**src/rtl/m4md_pkg.sv**
```systemverilog
`default_nettype none
package m4md_pkg;

    localparam int ELEM_WIDTH = 32;
    localparam int FRAC_BITS  = ELEM_WIDTH / 2;
    localparam int PROD_WIDTH = 2 * ELEM_WIDTH;
    localparam int ACC_WIDTH  = PROD_WIDTH + 2;
    localparam int DET_WIDTH  = 4 * ELEM_WIDTH + 5;
    localparam int ADDR_WIDTH = 4;
    localparam int DEPTH      = 16;

    typedef struct packed {
        logic [ADDR_WIDTH-1:0]        element_index;
        logic signed [ELEM_WIDTH-1:0] a_value;
        logic signed [ELEM_WIDTH-1:0] b_value;
    } t_in_item;

    typedef struct packed {
        logic signed [ELEM_WIDTH-1:0] product_value;
        logic [ADDR_WIDTH-1:0]        product_position;
        logic                         product_clipped;
        logic signed [ELEM_WIDTH-1:0] determinant_value;
        logic                         determinant_clipped;
        logic                         final_flag;
    } t_out_item;

    typedef enum logic [2:0] {
        ST_IDLE,
        ST_DET,
        ST_DET_WAIT,
        ST_PROD,
        ST_PROD_WAIT,
        ST_EMIT
    } t_state;

    // sequencer read addresses toward the element memories
    typedef struct packed {
        logic [ADDR_WIDTH-1:0] a_addr;
        logic [ADDR_WIDTH-1:0] b_addr;
    } t_ctl;

endpackage
`default_nettype wire

```
**src/rtl/m4md_store.sv**
```systemverilog
`default_nettype none
module m4md_store (
    input  wire logic                                i_clk,
    input  wire logic                                i_we,
    input  wire logic [m4md_pkg::ADDR_WIDTH-1:0]     i_waddr,
    input  wire logic [m4md_pkg::ELEM_WIDTH-1:0]     i_wdata,
    input  wire logic [m4md_pkg::ADDR_WIDTH-1:0]     i_raddr,
    output logic [m4md_pkg::ELEM_WIDTH-1:0]          o_rdata
);
    logic [m4md_pkg::ELEM_WIDTH-1:0] r_mem [m4md_pkg::DEPTH];

    always_ff @(posedge i_clk) begin
        if (i_we) begin
            r_mem[i_waddr] <= i_wdata;
        end
        o_rdata <= r_mem[i_raddr];
    end
endmodule
`default_nettype wire

```
**config.mk**
```make
export PLATFORM = sky130hd
export DESIGN_NAME = m4md_store
export DESIGN_NICKNAME = d
export VERILOG_FILES = /design/src/rtl/m4md_pkg.sv /design/src/rtl/m4md_store.sv
export SDC_FILE = /design/constraint.sdc
export NUM_CORES = 1
export LEC_CHECK = 0
export BUFFER_PORTS_ARGS = -buffer_cell sky130_fd_sc_hd__buf_4
export CAP_MARGIN = 30
export CORE_MARGIN = 10
export CORE_UTILIZATION = 50
export DETAILED_ROUTE_END_ITERATION = 7
export PLACE_DENSITY = 0.69
export RECOVER_POWER = 50
export REMOVE_ABC_BUFFERS = 1
export SYNTH_ARGS = -nofsm -noshare
export SYNTH_HDL_FRONTEND = slang
export SYNTH_SLANG_ARGS = --single-unit
```
**constraint.sdc**
```tcl
create_clock -name i_clk -period 9 [get_ports i_clk]
set_clock_uncertainty 0.2 [all_clocks]
set_input_delay 0.45 -clock i_clk [delete_from_list [all_inputs] [get_ports i_clk]]
set_output_delay 0.45 -clock i_clk [all_outputs]
set_load 0.1 [all_outputs]
```
==> out/qor.yml, run 1 <==
num-fill-cells: 2756
grt_pass1_vias: 9542
initial_core_util: 0.510
core-area_um2: 38900
area_delta_synth_final_pct: 16.3
yosysTopAreaCellShare: 0.774
cts_tree: "yes"
synth_warnings: 0
violations: "max-capacitance violations, max-slew violations"
crit_type: "input port to flop"
cts_buffers: 52
post-dp-hpwl_mm: 19.2
worstPathArrival_ns: 3.09
async_flop_share: 0
routabilityCongestion: 0.702
dp.cells: 1409
period_share: 0.354
synth-main-ff-cell: "edfxtp_1"
synth_cells: 838
hp-class: "input port to flop"
status: "finished, violations left"
cts_setup_buffers: 0
clk_latency_ns: 0.57
synth_common_cells: "edfxtp_1, mux4_2, a22oi_1, nand2_1, dfxtp_1"
fp.dieH_um: 219
overflow: 0
cp-start-kind: "input port"
fp-row-count: 72
synth_area_leaders: "edfxtp_1, mux4_2, dfxtp_1"
crit_path_end_kind: "flop"
grt_usage: 0.171
path_max_fanout: 32
fin_crit_ns: 3.19
seq_area_frac_synth: 0.807
cts_root_buf: "clkbuf_16"
avgSynthCellArea_um2: 23.7
route.detailed.drc: 0
rsz0062_at_grt: "no"
finalPower_mw: 5.42
required_ns: 8.91
port_buffers: 73
fin_nets: 1020
via_per_inst: 5.86
slew_headroom: -0.872
maxSlewViolCount: 33
ys_seq_elements: 544
multiInputGateArea_um2: 3750
synth_area_um2: 19900
cts.clk_slew.worst_paths_ns: 0.06
p_leak_nw: 7.38
dieWidth_um: 219
synth_area_leader_cell: "edfxtp_1"
max_freq_mhz: 314
die-area_um2: 48100
drive_above_1_share: 0.282
drtAntennaViolNets: 0
instances_no_fill: 1540
synth.most_common_cell: "edfxtp_1"
io_pins: 74
vias: 9026
cap_violations: 1
worstMarginPinSlew_ns: 2.81
setup_violations: 0
fin_setup_tns_ns: 0
yosysUniqueCellTypes: 18
power.density_nw_per_um2: 235
first_iter_violations: 954
drt_pass1_iterations: 5
wirelength_mm: 40.6
clock_sinks: 544
hold_violations: 0
ff_latch_area_um2: 16000
grt_first_pass_wirelength_mm: 60.6
wl_per_cell_um: 26.4
antenna_found_initial: 2
grt_max_degree: 67
cts_resized: 0
clockBufferDepth: 3
h-tree-depth: 2
synth_edf_count: 512
max-vdd-ir-drop_mv: 0.158
area by class of cell:
type / instances / area share
multi-input combinational: 251 / 0.162
clock buffer: 70 / 0.0628
sequential: 544 / 0.693
clock inverter: 26 / 0.0120
antenna: 2 / 0.000217
tap: 518 / 0.0281
timing repair buffer: 129 / 0.0412
kinds of logic (layout without fill, tap and decap cells):
logic type | Yosys count | after routing | share of synthesized area
other | 0 | 2 | 0
multiplexers | 128 | 128 | 0.145
AND/OR/NAND/NOR | 59 | 59 | 0.0127
buffers and inverters | 43 | 225 | 0.0112
flip-flops | 544 | 544 | 0.807
AO/OA/AOI/OAI | 64 | 64 | 0.0242
repair_timing:
action                                  in CTS  in global routing
hold buffers                                32                  0
hold endpoints to repair                   512                  0
endpoints found under the setup margin       0                  0
metrics by stage:
step / area, um^2 / hold WS (ns) / setup slack [ns] / utilization
after floorplan: 19600 / 0.349 / 5.17 / -
after global placement: 21100 / 0.449 / 5.77 / 0.543
after detailed placement: 21200 / 0.458 / 5.77 / 0.544
after CTS: 23200 / 0.184 / 6.32 / 0.596
after global routing: 23100 / 0.228 / 5.73 / 0.593
final: 23100 / 0.205 / 5.81 / 0.593
placed cells by master (no fill, tap or decap), drive strengths merged, types with 2 or more instances in the layout:
master / instances
diode: 2
buf: 62
nand2: 33
bufinv: 6
edfxtp: 512
dfxtp: 32
dlygate4sd3: 32
clkbuf: 105
a22oi: 64
nor2: 13
nand3b: 2
clkinv: 19
nor3: 4
nor2b: 2
nand2b: 2
mux4: 128
layer usage:
layer	GRT usage	wire length (um)	part of all wire
met4	0.0407	703	0.017
met2	0.268	19600	0.48
met1	0.250	18000	0.44
met3	0.0281	2380	0.058
met5	0	0	0
worst max-delay path: stages:
cell and delay, ns:
clkbuf_1 0.13, nand3_1 0.32, nor2_4 0.17, clkbuf_1 2.00
where the power goes:
group | internal [mW] | switching [mW] | leakage, nW
combinational | 0.118 | 0.263 | 1.63
clock | 1.30 | 0.886 | 0.852
sequential | 2.83 | 0.0192 | 4.89
flip-flops by register name (all words and copies together), names as in the netlist:
register / count
r_mem: 512
o_rdata: 32
path summary, 6_finish.rpt:
path,start,end,slack [ns],depth (start not counted)
setup / recovery,i_we,r_mem[15][26]$_DFFE_PP_,5.81,4
hold / removal,i_raddr[3],o_rdata[27]$_DFF_P_,0.20,4
setup reg to reg,r_mem[11][20]$_DFFE_PP_,o_rdata[20]$_DFF_P_,7.47,3
hold reg to reg,r_mem[12][16]$_DFFE_PP_,o_rdata[16]$_DFF_P_,0.46,3
Power figures use the tool's default switching activity.
==> run 2: changes to the inputs <==
Settings changed: PLACE_DENSITY 0.69 to 0.71.
Clock period 9 ns to 2.55 ns, I/O delays scaled along.
==> run 2 against run 1 <==
Against the previous run: sequential power rose to 3.5 times the previous value; global-route usage rose by 0.50 points; setup slack got worse by 5.7 ns; final area rose by 1.6%; register-to-register slack got worse by 6.9 ns; largest power group unchanged; the run now ends clean; critical endpoint is now r_mem[13][26]$_DFFE_PP_; utilization rose by 0.95 points; total power rose to 3.5 times the previous value; count of clock-buffer cells in the layout rose by 3.
==> out/qor.yml, run 2 (synthesis gave the netlist of run 1 again) <==
status: "finished, final reports clean"
r2r_end: "o_rdata[26]$_DFF_P_"
required_ns: 2.61  # -6.30 ns
crit_buf_inv: 3  # +1
drt_pass1_iterations: 5  # unchanged
maxSlewViolCount: 0  # -100%
power.density_nw_per_um2: 811  # +250%
top_regs: "r_mem x512, o_rdata x32"
cts_root_buf: "clkbuf_16"
cts_resized: 0  # unchanged
first_iter_violations: 823  # -14%
wirelength_mm: 41.5  # +2.0%
crit_path_end_kind: "flop"
clk_latency_ns: 0.59  # +0.02 ns
dieWidth_um: 219  # unchanged
final_common_cell: "edfxtp_1"
rsz0062_at_grt: "no"
final_cell_mix: "edfxtp_1, mux4_2, a22oi_1"
path_cells: "dlygate4sd3_1, clkbuf_1, nand2b_1, nor2_1, buf_4"
vias: 9088  # +0.69%
path_max_fanout: 14  # -56%
post-dp-hpwl_mm: 22.3  # +17%
io_pins: 74  # unchanged
critical_path.top_delay_family: "buffers and inverters"
cap_violations: 0  # -1
route.detailed.drc: 0  # unchanged
routabilityCongestion: 0.735  # +4.7%
die-area_um2: 48100  # unchanged
largest_reg_flops: 512  # unchanged
crit_end: "r_mem[13][26]$_DFFE_PP_"
grt_max_degree: 37  # -45%
fin_nets: 1049  # +2.8%
r2r_cells: 4  # +1
drtAntennaViolNets: 0  # unchanged
initial_core_util: 0.510  # unchanged
max-vdd-ir-drop_mv: 0.653  # +310%
top_register: "r_mem"
setup_violations: 0  # unchanged
slew_headroom: 0.213  # +1.08
hold_ws_ns: 0.00418  # -0.201 ns
p_leak_nw: 7.51  # +1.8%
reg2reg_slack_ns: 0.57  # -6.90 ns
hp-class: "input port to flop"
fp-row-count: 72  # unchanged
grt_usage: 0.176  # +0.00499
grt_pass1_vias: 9802  # +2.7%
cts_setup_buffers: 0  # unchanged
cts_buffers: 52  # unchanged
crit_type: "input port to flop"
overflow: 0  # unchanged
grt_first_pass_wirelength_mm: 63.1  # +4.1%
worstPathArrival_ns: 2.45  # -0.64 ns
fin_crit_ns: 2.39
port_buffers: 73  # unchanged
clockBufferDepth: 3  # unchanged
wl_per_cell_um: 26.4  # +0.21%
drive_above_1_share: 0.276  # -0.00616
fp.dieH_um: 219  # unchanged
cp-start-kind: "input port"
diodes: 0  # -2
h-tree-depth: 2  # unchanged
antenna_found_initial: 1  # -1
area_delta_synth_final_pct: 18.2
via_per_inst: 5.80  # -1.1%
core-area_um2: 38900  # unchanged
worstMarginPinSlew_ns: 1.19  # -1.62 ns
hold_buffers: 41  # +28%
cts.clk_slew.worst_paths_ns: 0.06  # about the same
slowest_stage: "nor2_1"
period_share: 0.939
slowest_delay_ns: 0.75  # -1.25 ns
finalPower_mw: 19.0  # +250%
max_freq_mhz: 418
clock_sinks: 544  # unchanged
crit_cells: 5  # +1
r2r_start: "r_mem[2][26]$_DFFE_PP_"
cts_tree: "yes"
hold_violations: 0  # unchanged
startpoint: "i_waddr[0]"
## run 2: cell count changes in the layout (fill, tap and decap cells not counted), sizes merged
cell | before | now
diode | 2 | 0
dlygate4sd3 | 32 | 41
clkbuf | 105 | 118
bufinv | 6 | 5
clkinvlp | 0 | 3
inv | 1 | 2
clkinv | 19 | 14
buf | 62 | 72
## run 2: worst min-delay path, cell delays in order
cell	delay, ns
clkbuf_8	0.24
mux4_2	0.26
a22oi_1	0.06
nand2_1	0.06
## run 2: metal layers
layer,part of all wire,wire length (um),vias up,global-route usage
li1,-,-,3911,-
met1,0.40,16700,4821,0.231
met2,0.52,21500,277,0.299
met3,0.059,2460,77,0.0312
met4,0.021,881,2,0.0478
met5,0.00031,13,-,0
## run 2: power by group
part,switching [mW],internal [mW]
Sequential,0.0696,10.0
Clock,3.20,4.38
Combinational,0.940,0.442
Total,4.21,14.8
## run 2: how the worst min path moves through the flow
stage | end | start | depth (start not counted)
after floorplan | r_mem[0][0]$_DFFE_PP_ | i_wdata[0] | 0
after global placement | r_mem[4][31]$_DFFE_PP_ | i_wdata[31] | 1
after detailed placement | r_mem[4][31]$_DFFE_PP_ | i_wdata[31] | 1
after CTS | o_rdata[6]$_DFF_P_ | i_raddr[0] | 4
after global routing | o_rdata[6]$_DFF_P_ | i_raddr[0] | 4
final | o_rdata[6]$_DFF_P_ | i_raddr[0] | 4
## run 2: layout make-up
type                       instances  area [um^2]
clock buffer                      73         1410
tap                              518          648
fill                            2741        15500
clock inverter                    24          274
sequential                       544        16000
timing repair buffer             158         1410
multi-input combinational        251         3710
## run 2: metrics by stage
stage | worst slack [ns] | cells | area, um^2 | TNS, ns | utilization
after floorplan | -0.957 | 795 | 19600 | -98.08 | -
after global placement | 0.581 | 1430 | 21600 | 0 | 0.555
after detailed placement | 0.547 | 1430 | 21600 | 0 | 0.555
after CTS | 0.229 | 1568 | 23700 | 0 | 0.608
after global routing | 0.0945 | 1568 | 23500 | 0 | 0.603
final | 0.156 | 1568 | 23500 | 0 | 0.603
